==> src/sv/tqrc_pkg.sv <==
`default_nettype none
package tqrc_pkg;

  localparam int QUEUE_DEPTH = 4;
  localparam int DIV_STAGES  = 16;

  typedef enum logic [2:0] {
    CFG_OFFSET_X    = 3'd0,
    CFG_OFFSET_Z    = 3'd1,
    CFG_CLIP_LEFT   = 3'd2,
    CFG_CLIP_BOTTOM = 3'd3,
    CFG_CLIP_RIGHT  = 3'd4,
    CFG_CLIP_TOP    = 3'd5
  } cfg_idx_t;

  typedef enum logic [1:0] {
    K_ZERO = 2'b00,
    K_ONE  = 2'b01,
    K_DIV  = 2'b10
  } kmode_t;

  typedef struct packed {
    kmode_t      mode;
    logic [15:0] rem;
    logic [15:0] den;
    logic [15:0] q;
  } step_t;

  typedef struct packed {
    logic [15:0]       left;
    logic [15:0]       bottom;
    logic [15:0]       right;
    logic [15:0]       top;
    logic [3:0][15:0]  u;
    logic [3:0][15:0]  v;
    step_t             sl;
    step_t             sb;
    step_t             sr;
    step_t             st;
  } quad_t;

  // classify one clip step: no move, full move, or fractional ratio
  function automatic step_t step_init(logic act, logic signed [16:0] num,
                                      logic signed [16:0] den);
    step_t s;
    s.rem = num[15:0];
    s.den = den[15:0];
    s.q   = '0;
    if (!act || den <= 17'sd0 || num <= 17'sd0) s.mode = K_ZERO;
    else if (num >= den) s.mode = K_ONE;
    else s.mode = K_DIV;
    return s;
  endfunction

  // one restoring quotient bit
  function automatic step_t div_step(step_t s);
    step_t       o;
    logic [16:0] rem2;
    logic [16:0] diff;
    o    = s;
    rem2 = {s.rem, 1'b0};
    diff = rem2 - {1'b0, s.den};
    if (s.mode == K_DIV) begin
      if (rem2 >= {1'b0, s.den}) begin
        o.rem = diff[15:0];
        o.q   = {s.q[14:0], 1'b1};
      end else begin
        o.rem = rem2[15:0];
        o.q   = {s.q[14:0], 1'b0};
      end
    end
    return o;
  endfunction

  function automatic logic [16:0] ratio(step_t s);
    logic [16:0] k;
    case (s.mode)
      K_ONE:   k = 17'h10000;
      K_DIV:   k = {1'b0, s.q};
      default: k = '0;
    endcase
    return k;
  endfunction

  function automatic logic signed [33:0] lerp_mul(logic [15:0] w, logic [15:0] tgt,
                                                  logic [16:0] k);
    logic signed [16:0] d;
    logic signed [33:0] p;
    d = $signed({1'b0, tgt}) - $signed({1'b0, w});
    p = $signed({1'b0, k}) * d;
    return p;
  endfunction

  // round half up, add, clamp to 16 bits unsigned
  function automatic logic [15:0] lerp_add(logic [15:0] w, logic signed [33:0] p);
    logic signed [33:0] q;
    logic signed [17:0] stp;
    logic signed [18:0] res;
    logic [15:0]        o;
    q   = p + 34'sd32768;
    stp = $signed(q[33:16]);
    res = $signed({3'b000, w}) + stp;
    if (res < 19'sd0) o = '0;
    else if (res > 19'sd65535) o = 16'hFFFF;
    else o = res[15:0];
    return o;
  endfunction

endpackage
`default_nettype wire

==> src/sv/tqrc_front.sv <==
`default_nettype none
module tqrc_front (
  input  wire logic signed [15:0] left,
  input  wire logic signed [15:0] bottom,
  input  wire logic signed [15:0] right,
  input  wire logic signed [15:0] top,
  input  wire logic [3:0][15:0]   u,
  input  wire logic [3:0][15:0]   v,
  input  wire logic signed [15:0] offset_x,
  input  wire logic signed [15:0] offset_z,
  input  wire logic signed [15:0] clip_l,
  input  wire logic signed [15:0] clip_b,
  input  wire logic signed [15:0] clip_r,
  input  wire logic signed [15:0] clip_t,
  output tqrc_pkg::quad_t         quad,
  output logic                    keep
);
  import tqrc_pkg::*;

  function automatic logic signed [16:0] sat_add(logic signed [15:0] a,
                                                 logic signed [15:0] b);
    logic signed [16:0] s;
    s = 17'(a) + 17'(b);
    if (s > 17'sd32767) s = 17'sd32767;
    else if (s < -17'sd32768) s = -17'sd32768;
    return s;
  endfunction

  logic signed [16:0] l, b, r, t, cl, cb, cr, ct, l2, b2;
  logic               act_l, act_b, act_r, act_t;

  always_comb begin
    l  = sat_add(left, offset_x);
    r  = sat_add(right, offset_x);
    b  = sat_add(bottom, offset_z);
    t  = sat_add(top, offset_z);
    cl = 17'(clip_l);
    cb = 17'(clip_b);
    cr = 17'(clip_r);
    ct = 17'(clip_t);
    keep  = !(l > cr || r < cl || b > ct || t < cb);
    act_l = l < cl;
    act_b = b < cb;
    act_r = r > cr;
    act_t = t > ct;
    // right and top see the edge already moved by left and bottom
    l2 = act_l ? cl : l;
    b2 = act_b ? cb : b;
    quad.left   = l2[15:0];
    quad.bottom = b2[15:0];
    quad.right  = act_r ? cr[15:0] : r[15:0];
    quad.top    = act_t ? ct[15:0] : t[15:0];
    quad.u  = u;
    quad.v  = v;
    quad.sl = step_init(act_l, cl - l, r - l);
    quad.sb = step_init(act_b, cb - b, t - b);
    quad.sr = step_init(act_r, r - cr, r - l2);
    quad.st = step_init(act_t, t - ct, t - b2);
  end

endmodule
`default_nettype wire

==> config.mk <==
export PLATFORM = sky130hd
export DESIGN_NAME = tqrc_front
export DESIGN_NICKNAME = d
export VERILOG_FILES = /design/src/sv/tqrc_pkg.sv /design/src/sv/tqrc_front.sv
export SDC_FILE = /design/constraint.sdc
export NUM_CORES = 1
export LEC_CHECK = 0
export BUFFER_PORTS_ARGS = -buffer_cell sky130_fd_sc_hd__buf_4
export CORE_AREA = 2 2 265 267
export DETAILED_ROUTE_END_ITERATION = 6
export DIE_AREA = 0 0 267 269
export MAX_ROUTING_LAYER = met4
export SYNTH_ARGS = -nofsm -noshare
export SYNTH_HDL_FRONTEND = slang
export SYNTH_SLANG_ARGS = --single-unit
==> constraint.sdc <==
create_clock -name vclk -period 31.5
set_input_delay 6.3 -clock vclk [all_inputs]
set_output_delay 6.3 -clock vclk [all_outputs]
set_load 0.01 [all_outputs]
# Word level (Yosys, flattened, before mapping)
# Index checks and enable logic that the tools add are counted.
[op_classes]
add_sub_neg = 12
n_lt_le_gt_ge = 28
n_mux = 20
n_reduce_logical = 16
[ops]
columns = ["cell", "n"]
rows = [
  ["$mux W17", 10],
  ["$le A17 B1 Y1 const B", 8],
  ["$add A16 B16 Y17", 4],
  ["$ge A17 B17 Y1", 4],
  ["$gt A17 B16 Y1", 4],
  ["$gt A17 B16 Y1 const B", 4],
  ["$lt A17 B16 Y1", 4],
  ["$lt A17 B16 Y1 const B", 4],
  ["$sub A17 B17 Y17", 4],
  ["$sub A16 B17 Y17", 2],
  ["$sub A17 B16 Y17", 2],
  ["$mux W16", 2],
  ["$mux W2", 8],
  ["$logic_or A1 B1 Y1", 11],
  ["$logic_not A1 Y1", 5],
]
[totals]
reg_bits = 0
input_bits = 288

# Depth between registers and ports, before layout
[logic_depth]
ltp_word = 11
depth_mapped = 42
depth_no_buf = 38

# Worst setup path before layout
# Ideal clock, no wire load.
[synth_path]
path_type = "input port to output port"
from = "input bottom[0]"
to = "output quad[49] in the netlist's numbering"
arrival_time_ns = 14.905
t_required_ns = 25.200
path_slack_ns = 10.295
stages = 40
n_path_buf = 4
path_cell_list = "ha_1 > inv_1 > fa_1 > nor2b_1 > o31a_1 > o21a_1 > a211oi_1 > or2_2 > buf_2 > or4_1 > nand2_2 > buf_2 > o21ai_0 > ha_1 > clkbuf_1 > a211oi_1 > o21ai_1 > nand2b_1 > [... 4 more ...] > o22ai_1 > ha_1 > inv_1 > fa_1 > a211oi_1 > nor2_1 > o211ai_1 > a31oi_1 > a21o_1 > a21oi_1 > xnor3_1 > ha_1 > inv_1 > a2111oi_0 > nand3b_1 > o21ai_0 > nand4_1 > nor2_1"
[synth_rtl]
columns = ["element", "line", "source"]
rows = [
  ["start: declaration", "tqrc_front.sv:4", "input wire logic signed [15:0] bottom,"],
  ["end: declaration", "tqrc_front.sv:15", "output tqrc_pkg::quad_t quad,"],
]

==> results_dict.tcl <==
set metrics [dict create \
    status "completed" \
    final_common_cell "buf_4" \
    clkbuf_count 0 \
    critPathRequiredTime_ns 25.20 \
    start_kind "input port" \
    fmax_ghz 0.04513 \
    num_io_pins 681 \
    fin_nets 3127 \
    netlist_area_um2 16410 \
    drc 0 \
    placementRows 97 \
    design.seq.count 0 \
    hpwl_mm 62.86 \
    ir_worst_vdd_v 0.00003968 \
    firstDrtPassIters 5 \
    grt_usage_pct 19.40 \
    crit_slowest_cell "or4_1" \
    crit_arrival_ns 15.86 \
    period_minus_slack_ns 22.16 \
    wl_mm 71.67 \
    p_leak_nw 9.500 \
    gr-total-overflow 0 \
    vias 17700 \
    cts_setup_buffers 0 \
    die_h_um 269 \
    die-area_um2 71820 \
    rsz0062_at_grt "false" \
    ys_warn_count 0 \
    port_buffers 361 \
    ff_latch_area_um2 0 \
    via_per_inst 5.151 \
    fillers 7711 \
    setup_viol 0 \
    worstHoldPathType "in2out" \
    powerDensity_nw_per_um2 99.67 \
    grt_pass1_wl_mm 104.7 \
    slew_viol_final 0 \
    grt_max_degree 33 \
    antenna_found_initial 1 \
    ys_seq_area_share_pct 0 \
    path_class "in2out" \
    postCtsHoldBufs 0 \
    ant_nets 0 \
    cp_max_fo 17 \
    synth_top_area_share_pct 25.16 \
    slew_headroom_pct 22.03 \
    fin_cells 3436 \
    layout_setup_ws_ns 9.341 \
    fp.dieW_um 267 \
    pre_cts_ws_ns 9.468 \
    syn_area_per_cell_um2 7.199 \
    drt_iter0_markers 1027 \
    crit_path_max_incr_delay_ns 0.60 \
    drive_gt1_share_pct 17.80 \
    cts_resized 0 \
    first_global_vias 17300 \
    synth_cell_types 82 \
    fin_crit_sh_pct 70.35 \
    synth_top_cell_by_area "ha_1" \
    placed_area_um2 19130 \
    finalSetupTns_ns 0 \
    max_cap_violations 0 \
    hold_viol 0 \
    fin_area_um2 19130 \
    yosys-top-cells-area "ha_1, buf_4, a21oi_1" \
    gp_congestion 1.010 \
    syn_to_final_growth_pct 16.57 \
    synthCells 2280 \
    tightest_slew_ns 1.170 \
    start_util_pct 23.68 \
    final_cell_mix "buf_4, ha_1, inv_1" \
    cp-end-kind "primary output" \
    multi_input_area_um2 14170 \
    wl_per_cell_um 20.86 \
    dp_cells 3435 \
    core_um2 69300 \
]
## area by class of cell
class | instances | share of cell area (%)
multi-input cells | 1868 | 74.06
repair buffers | 381 | 14.95
well taps | 940 | 6.147
inverters | 246 | 4.826
diodes | 1 | 0.01308
## routing by layer
metal	GRT usage, %	vias to the layer above	share of wire, %
met5	-	-	0
met4	6.726	0	4.0
met3	3.187	140	6.7
met2	34.99	813	50
met1	21.58	8154	40
li1	-	8591	-
## power by group
| part | leakage [nW] | total, W | internal, W | switching, W |
|---|---|---|---|---|
| clock | 0.00000634 | 0.00000000000425 | 0.00000000000425 | 0 |
| combinational | 9.50 | 0.00191 | 0.000793 | 0.00111 |
| sequential | 0 | 0 | 0 | 0 |
## worst paths after layout
check | from | to | depth (start not counted)
worst min-delay path | v[10] | quad[210] | 0
worst max-delay path | bottom[0] | quad[49] | 39
## cell families after synthesis
| group | share of synthesized area [%] |
|---|---|
| buf+inv | 15.35 |
| mux | 3.529 |
| xor+xnor | 6.998 |
| compound gates | 30.15 |
| simple gates | 17.03 |
| other cells | 0.02285 |
| fa+ha+maj | 26.92 |
## critical path, delay by kind of cell
kind	cells	cell delay, ns
AOI/OAI and AO/OA	13	3.32
xor gates and xnor gates	1	0.25
and+or+nand+nor	13	3.50
buffers and inverters	6	0.48
adders and majority gates	6	1.97
## through the flow
step           power (W)  util, %  hold slack (ns)
2_1_floorplan   0.001188        -            12.69
3_3_place_gp    0.001903    27.61            12.60
4_1_cts         0.001913    27.61            12.60
5_1_grt         0.002099    27.61            12.60
6_report        0.001907    27.61            12.60
3_5_place_dp    0.001901    27.61            12.60
## cells in the mapped netlist (10+ instances only)
master and instances:
fa_1 12, o31ai_1 15, nand2b_1 30, buf_4 192
nor4_1 29, or2_2 12, o21ai_0 130, mux2_2 31
nor3_1 49, and2_1 10, o21bai_1 16, o31a_1 19
inv_1 245, or4_1 13, clkbuf_1 25, and3_1 13
a31oi_1 20, o2111ai_1 13, a211oi_1 29, nand3_1 40
a21o_1 86, a2111oi_0 12, xnor2_1 92, nor2_1 123
ha_1 330, buf_2 12, a211o_1 10, o21a_1 77
nor2b_1 43, xor2_1 34, mux2i_1 23, nand2_1 97
a21oi_1 191, nand4_1 33, o211ai_1 22
No activity file was read; power rests on OpenSTA's default activity.
