--- config.mk ---
export PLATFORM = sky130hd
export DESIGN_NAME = tqrc_queue
export DESIGN_NICKNAME = d
export VERILOG_FILES = /design/src/sv/tqrc_pkg.sv /design/src/sv/tqrc_queue.sv
export SDC_FILE = /design/constraint.sdc
export NUM_CORES = 1
export LEC_CHECK = 0
export BUFFER_PORTS_ARGS = -buffer_cell sky130_fd_sc_hd__buf_2
export CAP_MARGIN = 20
export CORE_MARGIN = 1.5
export CORE_UTILIZATION = 40
export CTS_CLUSTER_DIAMETER = 80
export CTS_CLUSTER_SIZE = 14
export DETAILED_ROUTE_END_ITERATION = 10
export HOLD_SLACK_MARGIN = 0.02
export PLACE_DENSITY = 0.59
export SLEW_MARGIN = 20
export SYNTH_ARGS = -nofsm -noshare
export SYNTH_HDL_FRONTEND = slang
export SYNTH_SLANG_ARGS = --single-unit
export TNS_END_PERCENT = 10
--- constraint.sdc ---
create_clock -name clk -period 18.75 [get_ports clk]
set_input_delay 4.6875 -clock clk [delete_from_list [all_inputs] [get_ports clk]]
set_output_delay 4.6875 -clock clk [all_outputs]
set_load 0.05 [all_outputs]
--- src/sv/tqrc_pkg.sv ---
`default_nettype none
package tqrc_pkg;

  localparam int QUEUE_DEPTH = 4;
  localparam int DIV_STAGES  = 16;

  typedef enum logic [2:0] {
    CFG_OFFSET_X    = 3'd0,
    CFG_OFFSET_Z    = 3'd1,
    CFG_CLIP_LEFT   = 3'd2,
    CFG_CLIP_BOTTOM = 3'd3,
    CFG_CLIP_RIGHT  = 3'd4,
    CFG_CLIP_TOP    = 3'd5
  } cfg_idx_t;

  typedef enum logic [1:0] {
    K_ZERO = 2'b00,
    K_ONE  = 2'b01,
    K_DIV  = 2'b10
  } kmode_t;

  typedef struct packed {
    kmode_t      mode;
    logic [15:0] rem;
    logic [15:0] den;
    logic [15:0] q;
  } step_t;

  typedef struct packed {
    logic [15:0]       left;
    logic [15:0]       bottom;
    logic [15:0]       right;
    logic [15:0]       top;
    logic [3:0][15:0]  u;
    logic [3:0][15:0]  v;
    step_t             sl;
    step_t             sb;
    step_t             sr;
    step_t             st;
  } quad_t;

  // classify one clip step: no move, full move, or fractional ratio
  function automatic step_t step_init(logic act, logic signed [16:0] num,
                                      logic signed [16:0] den);
    step_t s;
    s.rem = num[15:0];
    s.den = den[15:0];
    s.q   = '0;
    if (!act || den <= 17'sd0 || num <= 17'sd0) s.mode = K_ZERO;
    else if (num >= den) s.mode = K_ONE;
    else s.mode = K_DIV;
    return s;
  endfunction

  // one restoring quotient bit
  function automatic step_t div_step(step_t s);
    step_t       o;
    logic [16:0] rem2;
    logic [16:0] diff;
    o    = s;
    rem2 = {s.rem, 1'b0};
    diff = rem2 - {1'b0, s.den};
    if (s.mode == K_DIV) begin
      if (rem2 >= {1'b0, s.den}) begin
        o.rem = diff[15:0];
        o.q   = {s.q[14:0], 1'b1};
      end else begin
        o.rem = rem2[15:0];
        o.q   = {s.q[14:0], 1'b0};
      end
    end
    return o;
  endfunction

  function automatic logic [16:0] ratio(step_t s);
    logic [16:0] k;
    case (s.mode)
      K_ONE:   k = 17'h10000;
      K_DIV:   k = {1'b0, s.q};
      default: k = '0;
    endcase
    return k;
  endfunction

  function automatic logic signed [33:0] lerp_mul(logic [15:0] w, logic [15:0] tgt,
                                                  logic [16:0] k);
    logic signed [16:0] d;
    logic signed [33:0] p;
    d = $signed({1'b0, tgt}) - $signed({1'b0, w});
    p = $signed({1'b0, k}) * d;
    return p;
  endfunction

  // round half up, add, clamp to 16 bits unsigned
  function automatic logic [15:0] lerp_add(logic [15:0] w, logic signed [33:0] p);
    logic signed [33:0] q;
    logic signed [17:0] stp;
    logic signed [18:0] res;
    logic [15:0]        o;
    q   = p + 34'sd32768;
    stp = $signed(q[33:16]);
    res = $signed({3'b000, w}) + stp;
    if (res < 19'sd0) o = '0;
    else if (res > 19'sd65535) o = 16'hFFFF;
    else o = res[15:0];
    return o;
  endfunction

endpackage
`default_nettype wire

--- src/sv/tqrc_queue.sv ---
`default_nettype none
module tqrc_queue #(
  parameter int DEPTH = tqrc_pkg::QUEUE_DEPTH
) (
  input  wire logic           clk,
  input  wire logic           rst_n,
  input  wire logic           push,
  input  wire tqrc_pkg::quad_t push_data,
  output logic                full,
  input  wire logic           pop,
  output logic                empty,
  output tqrc_pkg::quad_t     head
);
  import tqrc_pkg::*;

  localparam int AW = (DEPTH > 1) ? $clog2(DEPTH) : 1;

  quad_t           mem [DEPTH];
  logic [AW-1:0]   wr_ptr_r, rd_ptr_r;
  logic [AW:0]     count_r;
  logic            do_pop;

  assign full   = count_r == (AW+1)'(DEPTH);
  assign empty  = count_r == '0;
  assign head   = mem[rd_ptr_r];
  assign do_pop = pop && !empty;

  function automatic logic [AW-1:0] bump(logic [AW-1:0] p);
    return (p == AW'(DEPTH-1)) ? '0 : p + 1'b1;
  endfunction

  always_ff @(posedge clk) begin
    if (push) begin
      mem[wr_ptr_r] <= push_data;
    end
  end

  always_ff @(posedge clk) begin
    if (!rst_n) begin
      wr_ptr_r <= '0;
      rd_ptr_r <= '0;
      count_r  <= '0;
    end else begin
      if (push) wr_ptr_r <= bump(wr_ptr_r);
      if (do_pop) rd_ptr_r <= bump(rd_ptr_r);
      if (push && !do_pop) count_r <= count_r + 1'b1;
      else if (!push && do_pop) count_r <= count_r - 1'b1;
    end
  end

endmodule
`default_nettype wire

* Word level (Yosys, flattened, before mapping)
Memory sizes are Yosys's and may differ from the RTL's. A register that Yosys moved wholly into a read port is not among the register bits.
Cells that the tools add are included.
** Word-level totals
- Output and inout bits :: 394
- Logic and storage cells :: 27
- Memory bits (writable) :: 1568
- Memories kept :: 1
- Bits of input ports :: 396
- Bits in registers :: 7
** Memories
- mem :: words 4, bits a word 392, rd ports 1, clocked after Yosys merged registers in 1, write ports 1, RTL line tqrc_queue.sv:18 : quad_t mem [DEPTH];
** Cells by class
- Reduce and logical (&&, ||, !) cells :: 8
- Mux-type cells :: 8
- Equality and inequality tests :: 3
- $add $sub $neg :: 4
** Operators by type and width (number)
- $mux 2 :: 4
- $mux 3 :: 2
- $add 2x1->2 const B :: 2
- $eq 2x2->1 const B :: 2
- $add 3x1->3 const B :: 1
- $eq 3x3->1 const B :: 1
- $logic_and 1x1->1 :: 3
- $logic_not 1->1 :: 3
- $logic_not 3->1 :: 1
- $sub 3x1->3 const B :: 1
- $mux 1 :: 2
- $reduce_bool 2->1 :: 1

* Logic depth before layout (Yosys ltp)
Gate-level depths: netlist (run 1).
- Word-level depth :: 6
- Depth in mapped cells :: 7
- Depth with buffers taken out :: 7

* Least setup slack after synthesis (run 1)
Ideal clock, no wire load.
- Path type :: input port to flip-flop
- Start :: input port push
- End :: memory mem[0][0] (netlist name) (enable)
- Setup time :: 0.804 ns
- Cell stages on the path :: 1
- Path slack :: 4.442 ns
- Arrival time :: 13.504 ns
- Data required time :: 17.946 ns
- Buffers on the path :: 0
- Cells stage by stage :: and2_1
** On the way
- Cells in the longest elaborated chain, start to end :: 2
** RTL lines
- start: declaration :: RTL line tqrc_queue.sv:7 : input wire logic push,
- $mux 1 :: RTL line tqrc_queue.sv:33 : if (push) begin
- $mux 1 (implied by the code) :: RTL line tqrc_queue.sv:34 : mem[wr_ptr_r] <= push_data;
- end: declaration :: RTL line tqrc_queue.sv:18
Every way passes these cells.

==> results of run 1 <==
-- registers in the layout, indices dropped and copies added (netlist names), named ones only --
name	count
mem	1568
count_r	3
rd_ptr_r	2
wr_ptr_r	2
-- cell families (layout without fill, tap and decap cells) --
family | after synthesis | count (layout) | synth area share, %
flops | 1577 | 1577 | 82.28
mux | 395 | 395 | 15.42
buf+inv | 91 | 980 | 1.891
simple gates | 17 | 17 | 0.1634
fa+ha+maj | 7 | 7 | 0.1655
compound gates | 5 | 5 | 0.05227
xor+xnor | 2 | 2 | 0.03050
other cells | 0 | 25 | 0
-- worst max-delay path: stages (launching register included) --
cell,delay (ns)
sky130_fd_sc_hd__dfxtp_4,0.96
sky130_fd_sc_hd__buf_4,0.89
sky130_fd_sc_hd__buf_12,0.65
sky130_fd_sc_hd__buf_4,0.86
sky130_fd_sc_hd__mux4_2,0.63
sky130_fd_sc_hd__buf_2,0.23
-- routing by layer --
metal / routed length (µm) / global-route usage (%) / vias up
li1: - / - / 10817
met1: 44600 / 19.19 / 13285
met2: 62610 / 27.82 / 812
met3: 10230 / 6.106 / 281
met4: 3951 / 6.165 / 70
met5: 437 / 0 / -
-- stage by stage --
stage               total power, mW  setup slack, ns  util, %  cell area [µm²]
detailed placement            6.899            9.278    44.34            63010
global route                  9.583            8.178    46.95            66720
finish                        9.261            8.784    46.97            66740
CTS                           9.390            8.452    46.92            66680
global placement              6.874            9.348    44.34            63010
floorplan                     6.441            4.442        -            57450
-- synth_stat cells, drive strengths merged, types with 3 or more instances --
cell type / count / area share [%]
and2: 5 / 0.054
buf: 84 / 1.8
clkbuf: 4 / 0.026
dfxtp: 9 / 0.31
edfxtp: 1568 / 82
ha: 6 / 0.13
inv: 3 / 0.020
mux2i: 3 / 0.052
mux4: 392 / 15
nor2b: 3 / 0.033
o21ai: 3 / 0.026
-- report_power, final --
part	leakage, nW	internal [mW]	switching [mW]
logic	5.46	0.792	1.87
clock network	1.80	1.33	1.15
registers	14.5	4.05	0.0690
total	21.7	6.17	3.09
-- area by class of cell --
class,count,area [µm²]
clock inverters,14,187.7
diodes,25,62.56
clock buffers,147,3487
fillers,11568,75360
flip-flops and latches,1577,47270
inverters,3,11.26
well taps,1890,2365
repair buffers,816,4252
multi-input cells,426,9105
-- placed cells by master, fill, tap and decap left out, types with 2 or more instances in the layout --
| cell type | synthesis | layout |
|---|---|---|
| sky130_fd_sc_hd__clkinv_2 | 0 | 3 |
| sky130_fd_sc_hd__and2_4 | 0 | 4 |
| sky130_fd_sc_hd__inv_1 | 3 | 3 |
| sky130_fd_sc_hd__nor2_1 | 2 | 2 |
| sky130_fd_sc_hd__nand2_1 | 2 | 2 |
| sky130_fd_sc_hd__o21ai_0 | 3 | 3 |
| sky130_fd_sc_hd__edfxtp_1 | 1568 | 1568 |
| sky130_fd_sc_hd__clkinv_8 | 0 | 3 |
| sky130_fd_sc_hd__dfxtp_4 | 0 | 2 |
| sky130_fd_sc_hd__buf_2 | 40 | 789 |
| sky130_fd_sc_hd__diode_2 | 0 | 25 |
| sky130_fd_sc_hd__mux4_2 | 392 | 392 |
| sky130_fd_sc_hd__clkbuf_16 | 0 | 138 |
| sky130_fd_sc_hd__buf_4 | 1 | 19 |
| sky130_fd_sc_hd__inv_6 | 0 | 4 |
| sky130_fd_sc_hd__mux2i_1 | 3 | 3 |
| sky130_fd_sc_hd__nand3_1 | 2 | 2 |
| sky130_fd_sc_hd__nor2b_1 | 3 | 3 |
| sky130_fd_sc_hd__clkbuf_1 | 4 | 9 |
| sky130_fd_sc_hd__buf_12 | 42 | 8 |
| sky130_fd_sc_hd__ha_1 | 6 | 6 |
| sky130_fd_sc_hd__dfxtp_1 | 9 | 7 |
-- worst min-delay path by stage --
stage	startpoint	depth (start not counted)	slack [ns]	to
after CTS	rd_ptr_r[0]	2	0.54	register
final	rd_ptr_r[0]	2	0.53	register
after floorplan	rd_ptr_r[1]	2	0.48	register
after global placement	rd_ptr_r[0]	2	0.49	register
after detailed placement	rd_ptr_r[0]	2	0.53	register
after global routing	rd_ptr_r[0]	2	0.57	register
==> results list, run 1 <==
- Count of buffers from port buffering: 789
- The root buffer cell chosen for the clock tree is sky130_fd_sc_hd__clkbuf_16.
- Status: complete, no violations
- Arr. time, crit path: 5.28 ns
- Fraction of the yosys area taken by sequential cells: 82.28%
* Total clock sinks: 1577
- Worst setup path end: head[305]
- Depth of the worst register-to-register path: 5
- Pin placement for this block handled 790 I/O pins.
* Rows: 138
- Max-cap violations in this run came to 0.
- Counting every net in the synthesized netlist gives 2497.
- Setup repair after global routing left no endpoint under its margin.
- Required time at the endpoint of the critical path: 14.06 ns
- At the later pin of the worst-skew pair, clock insertion delay measures 0.74 ns.
- The synthesized design contains 1568 enable-type register cells.
- After clock tree synthesis, the clock-pin slew on the worst setup and hold paths is 0.06 ns.
- Area Overhead vs Synth: 16.18%
- The region available for standard cell placement spans 142100 µm².
- Final count of hold timing violations: 0
- Final Setup Violations: 0
- Predominant post-synthesis flop cell: sky130_fd_sc_hd__edfxtp_1
* Layout cells sized above 1: 45.79%
- For this run, the post-layout net count is 3359.
- Kind of end point of the critical path: primary output
- Cts bufs inserted: 132
- TritonCTS built the clock tree.
* Share of flip-flops with an asynchronous set or reset: 0%
- In this run the critical register-to-register path is captured at mem[3][169].
- Final TNS setup: 0 ns
* DPL Wire Length: 77030 µm
- Mean cell area of the mapped netlist: 27.43 µm²
* Kind of start point of the critical path: register
* Number of iterations in the first detailed-routing pass: 5
- Detailed-route via count: 25265
- Count of cells resized by post-cts repair: 0
* Worst vdd rail ir drop: 0.1237 mV
- GR Overflow Total: 0
* Drt total wl: 121800 µm
- Hold crit path type: register to register
- GPL Wtd Cong: 0.8293
- Die Area: 145900 µm²
- Number of placed instances with taps included: 4712
- Synthesis inferred 1577 register bits.
* Routed wire length per instance: 24.87 µm
* Post-route DRC: 0
- Category of the most critical setup path: register to primary output
- The number of antenna violations at the first check in global routing is 69.
- The first global-routing pass estimated 178700 µm of wire.
- In this run the worst path has a maximum fanout of 102.
* Least-Margin Pin Slew: 1.152 ns
* Average vias per placed instance: 5.158
- In the global route stage, overall resource usage came out at 16.49%.
- Synthesis produced a netlist whose cell count is 2094.
- Tmin final: 9.966 ns
* Maximum number of pins on one net before global-route repair: 160
- Worst hold margin: 0.5263 ns
- No sink is reached through more buffers than the 3 on the longest clock path.
- Headroom to the max-slew limit came out at 23.19%.
- Post-CTS Hold Fix Bufs: 0
- Die X-Extent: 382.0 µm
- Reg-to-reg setup timing slack: 14.30 ns
* Die boundary height: 382.0 µm
- After the first detailed-routing iteration, the DRC count stood at 1619.
- Dividing total power by cell area gives a power density of 138.8 nW/µm².
* Achievable clock frequency: 100.3 MHz
* Vias in the first global route: 27274
- For this run, the number of Yosys warnings is 0.
* Final Instance Count excl. Fillers: 4898
* Cell area after synthesis: 57450 µm²
* Setup bufs post-CTS: 0
* Worst setup skew after layout: 0.02795 ns
* Number of different library cells in the post-synthesis netlist: 25
- Initial core utilization: 40.43%
* Antenna Violating Nets Remaining: 0
- The total count of max-transition violations in the final report was 0.
- Fraction of the cycle the final worst path needs: 53.15%
- Worst reg2reg startpoint: wr_ptr_r[0]
- Level count of the clock H-tree: 4
* P_leak: 21.74 nW
No activity file was read; power rests on OpenSTA's default activity.
==> run 2: changes to the inputs <==
clock period = 10.02 ns   (was 18.75 ns; I/O delays follow)
==> run 2 against run 1 <==
Clock power is 87% higher. Final cell count increased by 0.14%. Die area unchanged. Sequential power is 87% higher. Setup slack worse by 5.1 ns. Via count rose by 0.21%. Utilization rose by 0.088 points. Critical path type unchanged. Largest cell class unchanged. Largest power group unchanged. Highest routed layer unchanged.
==> results list, run 2 (synthesis results as in run 1) <==
- The run finished with clean final reports.
- The number of antenna violations at the first check in global routing is 63 (-8.7%).
- The depth of the most critical reg-to-reg path came to 5 (unchanged).
- GR Util All Layers: 16.62% (+0.13 points)
- The setup path with the least slack is of type register to primary output.
- The clock period could shrink to 6.358 ns.
- The clock sink total came to 1577 (unchanged).
- The cell row count came to 138 (unchanged).
* Initial core utilization: 40.43% (unchanged)
* I/O pin count: 790 (unchanged)
* Count of cells resized by post-cts repair: 0 (unchanged)
- Number of iterations in the first detailed-routing pass: 5 (unchanged)
- The maximum ir drop on the vdd rail was 0.2227 mV (+80%).
- Number of placed instances with taps included: 4712 (unchanged)
- The design internal power was 11.52 mW (+87%).
- Net total in the final layout: 3361 (+0.060%)
- Die boundary height: 382.0 µm (unchanged)
- The total cell area at the placement stage is 63060 µm² (about the same).
- The final estimated routing congestion in global placement was 0.7744 (-6.6%).
- Top reg by flops: mem
- Maximum number of pins on one net before global-route repair: 140 (-13%)
- Delay of the slowest cell on the worst path: 0.82 ns (-0.14 ns)
- DPL Wire Length: 76860 µm (-0.23%)
- The total setup violations reported at the end of the flow came to 0 (unchanged).
- In this run the most critical hold path is launched from rd_ptr_r[0].
- Count of buffers from port buffering: 789 (unchanged)
- Floorplan core area: 142100 µm² (unchanged)
- Hold crit path type: register to register
- The power per cell area was 259.5 nW/µm² (+87%).
- The worst max-slew margin expressed relative to the limit was 25.50% (+2.3 points).
- Top flop regs: mem x1568, count_r x3
* Crit-path max FO: 89 (-13%)
* Clock latency on the worst-skew pair: 0.73 ns (about the same)
* Post-route DRC: 0 (unchanged)
* Number of flip-flops in the largest register: 1568 (unchanged)
* Setup repair after global routing missed its margin: false
- The hold violation total from the final report is 0 (unchanged).
* Kind of end point of the critical path: primary output
- Layout cells sized above 1: 45.86% (+0.070 points)
- Number of buffers on the longest clock path: 3 (unchanged)
- Commonest non-fill, non-tap cell in the layout: sky130_fd_sc_hd__edfxtp_1
- Worst setup skew after layout: 0.02909 ns (+0.001139 ns)
- Of the available clock period, the critical path in the final layout requires 63.45%.
- First-pass GRT wire length: 179300 µm (+0.36%)
* CTS root buf: sky130_fd_sc_hd__clkbuf_16
- The post-detailed-route count of antenna-violating nets came to 0 (unchanged).
* Vias in the first global route: 27081 (-0.71%)
- Worst hold margin: 0.5227 ns (-0.003566 ns)
- PnR worst setup slack: 3.662 ns (-5.122 ns)
- The minimum setup slack among reg-to-reg paths is 6.83 ns (-7.47 ns).
- Utilization after layout: 47.06% (+0.088 points)
- The library cells used most frequently in the layout, excluding fill and tap cells, are 1568 x sky130_fd_sc_hd__edfxtp_1, 789 x sky130_fd_sc_hd__buf_2, 392 x sky130_fd_sc_hd__mux4_2.
- Drt total wl: 122300 µm (+0.42%)
* First DRT Iteration DRCs: 1648 (+1.8%)
- Part of the total power dissipated in combinational logic: 28.9% (+0.2 points)
* GR Overflow Total: 0 (unchanged)
- The die area was 145900 µm² (unchanged).
- P_leak: 21.77 nW (+0.12%)
* Final TNS setup: 0 ns (unchanged)
* CTS clock-pin slew for the worst setup and hold paths: 0.06 ns (about the same)
- Maximum capacitance violations: 0 (unchanged)
* Level count of the clock H-tree: 4 (unchanged)
* Die X-Extent: 382.0 µm (unchanged)
- Average vias per placed instance: 5.161 (about the same)
* Routed wire length per instance: 24.94 µm (+0.28%)
* TritonCTS clock tree: done
- The cts-stage hold buffer count came to 0 (unchanged).
- The total count of max-transition violations in the final report is 0 (unchanged).
* Switching component of the power: 5.831 mW (+89%)
- STA classifies the critical path startpoint as a register.
- Compared with the post-synthesis result, the final layout area differs by 16.40%.
* Part of the total power dissipated in the clock network: 26.8% (about the same)
- The pin slew with the least headroom to its limit was 1.118 ns (-0.03462 ns).
* Achievable clock frequency: 157.3 MHz
* Critical-path top delay cell: sky130_fd_sc_hd__dfxtp_4
- The number of cells in the finished layout apart from fillers was 4905 (+0.14%).
* Detailed-route via count: 25317 (+0.21%)
- The data arrival at the endpoint of the critical path came to 3.85 ns (-1.43 ns).
- Overall power after layout: 17.35 mW (+87%)
- The cell count of the worst hold path is 2 (unchanged).
- Sequential cell fraction of total power: 44.3% (-0.2 points)
* Cells traversed along the worst timing path: buf_12 -> buf_4 -> mux4_2 -> buf_2
* Switching share of power: 33.60% (+0.23 points)
- Final design area excluding fillers: 66870 µm² (+0.19%)
- The number of buffers inserted to repair setup after CTS came to 0 (unchanged).
* Cts bufs inserted: 133 (+0.76%)
- The post-placement worst setup slack was 4.310 ns (-4.968 ns).
* Worst reg2reg startpoint: wr_ptr_r[0]
- Critical R2R Capture: mem[0][348]
- The required arrival time at the worst endpoint came to 7.52 ns (-6.54 ns).
run 2: final cells by class:
type / instances / area (µm²)
clock buffers: 143 / 3430
clock inverters: 19 / 280.3
inverters: 3 / 11.26
multi-input cells: 426 / 9105
well taps: 1890 / 2365
repair buffers: 817 / 4329
diodes: 30 / 75.07
fillers: 11564 / 75240
flip-flops and latches: 1577 / 47270
run 2: worst max-delay path: cells and delay by family (launching register included):
family / cells / cell delay (ns)
muxes: 1 / 0.60
buffers and inverters: 3 / 1.37
DFF: 1 / 0.82
run 2: how the worst max path moves through the flow:
stage,startpoint,to,slack (ns)
floorplan,push,mem[2][0],-2.11
global placement,register,head[388],4.31
detailed placement,register,head[383],4.31
CTS,register,head[383],3.46
global route,register,head[279],3.31
finish,register,head[279],3.66
run 2: power by group through the flow:
stage | clock [mW] | sequential [mW] | combinational [mW]
3_3_place_gp | 0 | 7.82 | 5.07
5_1_grt | 5.02 | 7.71 | 5.27
2_1_floorplan | 0 | 7.85 | 4.18
4_1_cts | 4.80 | 7.69 | 5.11
6_report | 4.64 | 7.69 | 5.02
3_5_place_dp | 0 | 7.84 | 5.10
run 2: layer usage:
layer	up-vias	part of all wire, %	global-route usage [%]
met5	-	0.39	0
met3	232	10	6.987
li1	10814	-	-
met2	838	50	26.98
met4	72	2.3	5.159
met1	13361	37	20.16
==> run 3: changes to the inputs <==
clock period = 6.6 ns   (was 10.02 ns; I/O delays follow)
==> run 3 against run 2 <==
Total power is 53% higher. Register-to-register slack worse by 2.7 ns. Critical path depth is 1 lower. Critical path type unchanged. Highest routed layer unchanged.
==> results list, run 3 (synthesis results as in run 1) <==
- The run finished with clean final reports.
* Maximum capacitance violations: 0 (unchanged)
- The DRC violation count after routing was 0 (unchanged).
* PnR worst setup slack: 1.630 ns (-2.032 ns)
- Net total in the final layout: 3390 (+0.86%)
* Total clock sinks: 1577 (unchanged)
- Die Area: 145900 µm² (unchanged)
- Clock latency on the worst-skew pair: 0.74 ns (about the same)
* Placed cell area: 63320 µm² (+0.42%)
- Routed wire length per instance: 25.51 µm (+2.3%)
* GR Util All Layers: 17.18% (+0.56 points)
- Initial core utilization: 40.43% (unchanged)
- Number of fillers in the final layout: 11518 (-0.40%)
* Average vias per placed instance: 5.166 (about the same)
- The number of antenna violations at the first check in global routing came to 60 (-4.8%).
* Pins Over Slew Limit: 0 (unchanged)
* Layout cells sized above 1: 46.28% (+0.42 points)
* Vias in the first global route: 27592 (+1.9%)
- GR Overflow Total: 0 (unchanged)
* I/O pin count: 790 (unchanged)
- Number of iterations in the first detailed-routing pass: 6 (+1)
- The instance count after placement with tap cells included is 4742 (+0.64%).
- Antenna Violating Nets Remaining: 0 (unchanged)
* Final Instance Count excl. Fillers: 4945 (+0.82%)
* Floorplan core area: 142100 µm² (unchanged)
* First DRT Iteration DRCs: 1613 (-2.1%)
- Drt total wl: 126100 µm (+3.1%)
- The area growth from synthesis to layout is 16.97%.
* Most frequent cells in the layout: 1568 x sky130_fd_sc_hd__edfxtp_1, 789 x sky130_fd_sc_hd__buf_2, 392 x sky130_fd_sc_hd__mux4_2
- The global-route wire length before repair was 184900 µm (+3.1%).
- The vertical die dimension came to 382.0 µm (unchanged).
- The path class of the tightest hold or removal check is register to register.
- The setup path with the least slack is of type register to primary output.
* Number of buffers on the longest clock path: 3 (unchanged)
* Detailed-route via count: 25545 (+0.90%)
- Worst vdd rail ir drop: 0.3081 mV (+38%)
* Post-CTS Hold Fix Bufs: 0 (unchanged)
- The post-placement worst setup slack came to 2.292 ns (-2.018 ns).
* Tmin final: 4.970 ns
- Final TNS setup: 0 ns (unchanged)
* Rows: 138 (unchanged)
- Setup bufs post-CTS: 0 (unchanged)
* Area of all sequential standard cells: 47270 µm² (unchanged)
* Worst setup skew after layout: 0.02025 ns (-0.008842 ns)
- Fraction of the cycle the final worst path needs: 75.30%
* Top flop regs: mem x1568, count_r x3
- The power per cell area came to 395.4 nW/µm² (+52%).
- Maximum number of pins on one net before global-route repair: 124 (-11%)
- Commonest non-fill, non-tap cell in the layout: sky130_fd_sc_hd__edfxtp_1
* Setup repair after global routing missed its margin: false
- P_leak: 21.97 nW (+0.92%)
- Level count of the clock H-tree: 4 (unchanged)
- The post-DP HPWL is 81260 µm (+5.7%).
* Least-Margin Pin Slew: 1.086 ns (-0.03117 ns)
* Number of flip-flops in the largest register: 1568 (unchanged)
* GPL Wtd Cong: 0.7904 (+2.1%)
- The area of all placed cells without fillers was 67190 µm² (+0.49%).
- The worst setup path is captured at a primary output.
- The count of cells resized by post-cts repair was 0 (unchanged).
- Final count of hold timing violations: 0 (unchanged)
- Count of buffers from port buffering: 789 (unchanged)
- The total setup violations reported at the end of the flow came to 0 (unchanged).
- Kind of start point of the critical path: register
- The register with the most flip-flops in the final layout is mem.
* Worst hold margin: 0.5137 ns (-0.008997 ns)
- CTS root buf: sky130_fd_sc_hd__clkbuf_16
- Area of combinational cells with multiple inputs: 9105 µm² (unchanged)
- Rel. slew slack: 27.57% (+2.1 points)
- Die X-Extent: 382.0 µm (unchanged)
- The data arrival at the endpoint of the critical path is 3.32 ns (-0.53 ns).
- The peak fanout along the critical path came to 36 (-60%).
- CTS clock-pin slew for the worst setup and hold paths: 0.06 ns (about the same)
* Cts bufs inserted: 133 (unchanged)
- Achievable clock frequency: 201.2 MHz
* Required time at the endpoint of the critical path: 4.95 ns (-2.57 ns)
* TritonCTS clock tree: done
==> run 3: final timing paths <==
check / from / to / slack, ns / depth (start not counted)
min reg2reg: rd_ptr_r[0] / register / 0.51 / 2
max reg2reg: wr_ptr_r[0] / mem[2][373] / 4.09 / 4
max: register / head[45] / 1.63 / 3
min: rd_ptr_r[0] / register / 0.51 / 2
==> run 3: layout make-up <==
class,instances,area share [%]
flip-flops and latches,1577,70.35
multi-input cells,426,13.55
repair buffers,846,6.793
clock buffers,157,5.324
well taps,1890,3.519
clock inverters,14,0.3240
diodes,32,0.1192
inverters,3,0.01676
==> run 3: power by group <==
| part | switching (mW) | leakage [nW] | internal (mW) | total [mW] |
|---|---|---|---|---|
| registers | 0.190 | 14.5 | 11.5 | 11.7 |
| logic | 5.36 | 5.65 | 2.31 | 7.67 |
| clock network | 3.31 | 1.85 | 3.90 | 7.20 |
| total | 8.86 | 22.0 | 17.7 | 26.6 |
==> run 3: routing by layer <==
metal | track usage (%) | vias up | routed length (µm)
li1 | - | 10892 | -
met3 | 7.182 | 243 | 12320
met2 | 28.29 | 878 | 63070
met5 | 0 | - | 368
met4 | 5.872 | 58 | 3875
met1 | 20.27 | 13474 | 46510
==> run 3: metrics by stage <==
stage	total power, mW	util [%]
after floorplan	18.18	-
after global placement	19.64	44.56
after detailed placement	19.72	44.56
after CTS	26.94	47.23
after global routing	27.52	47.26
final	26.57	47.28
==> run 3: critical path: stages (launching register included) <==
cell	delay, ns
sky130_fd_sc_hd__dfxtp_4	0.91
sky130_fd_sc_hd__buf_4	0.66
sky130_fd_sc_hd__mux4_2	0.64
sky130_fd_sc_hd__buf_2	0.24
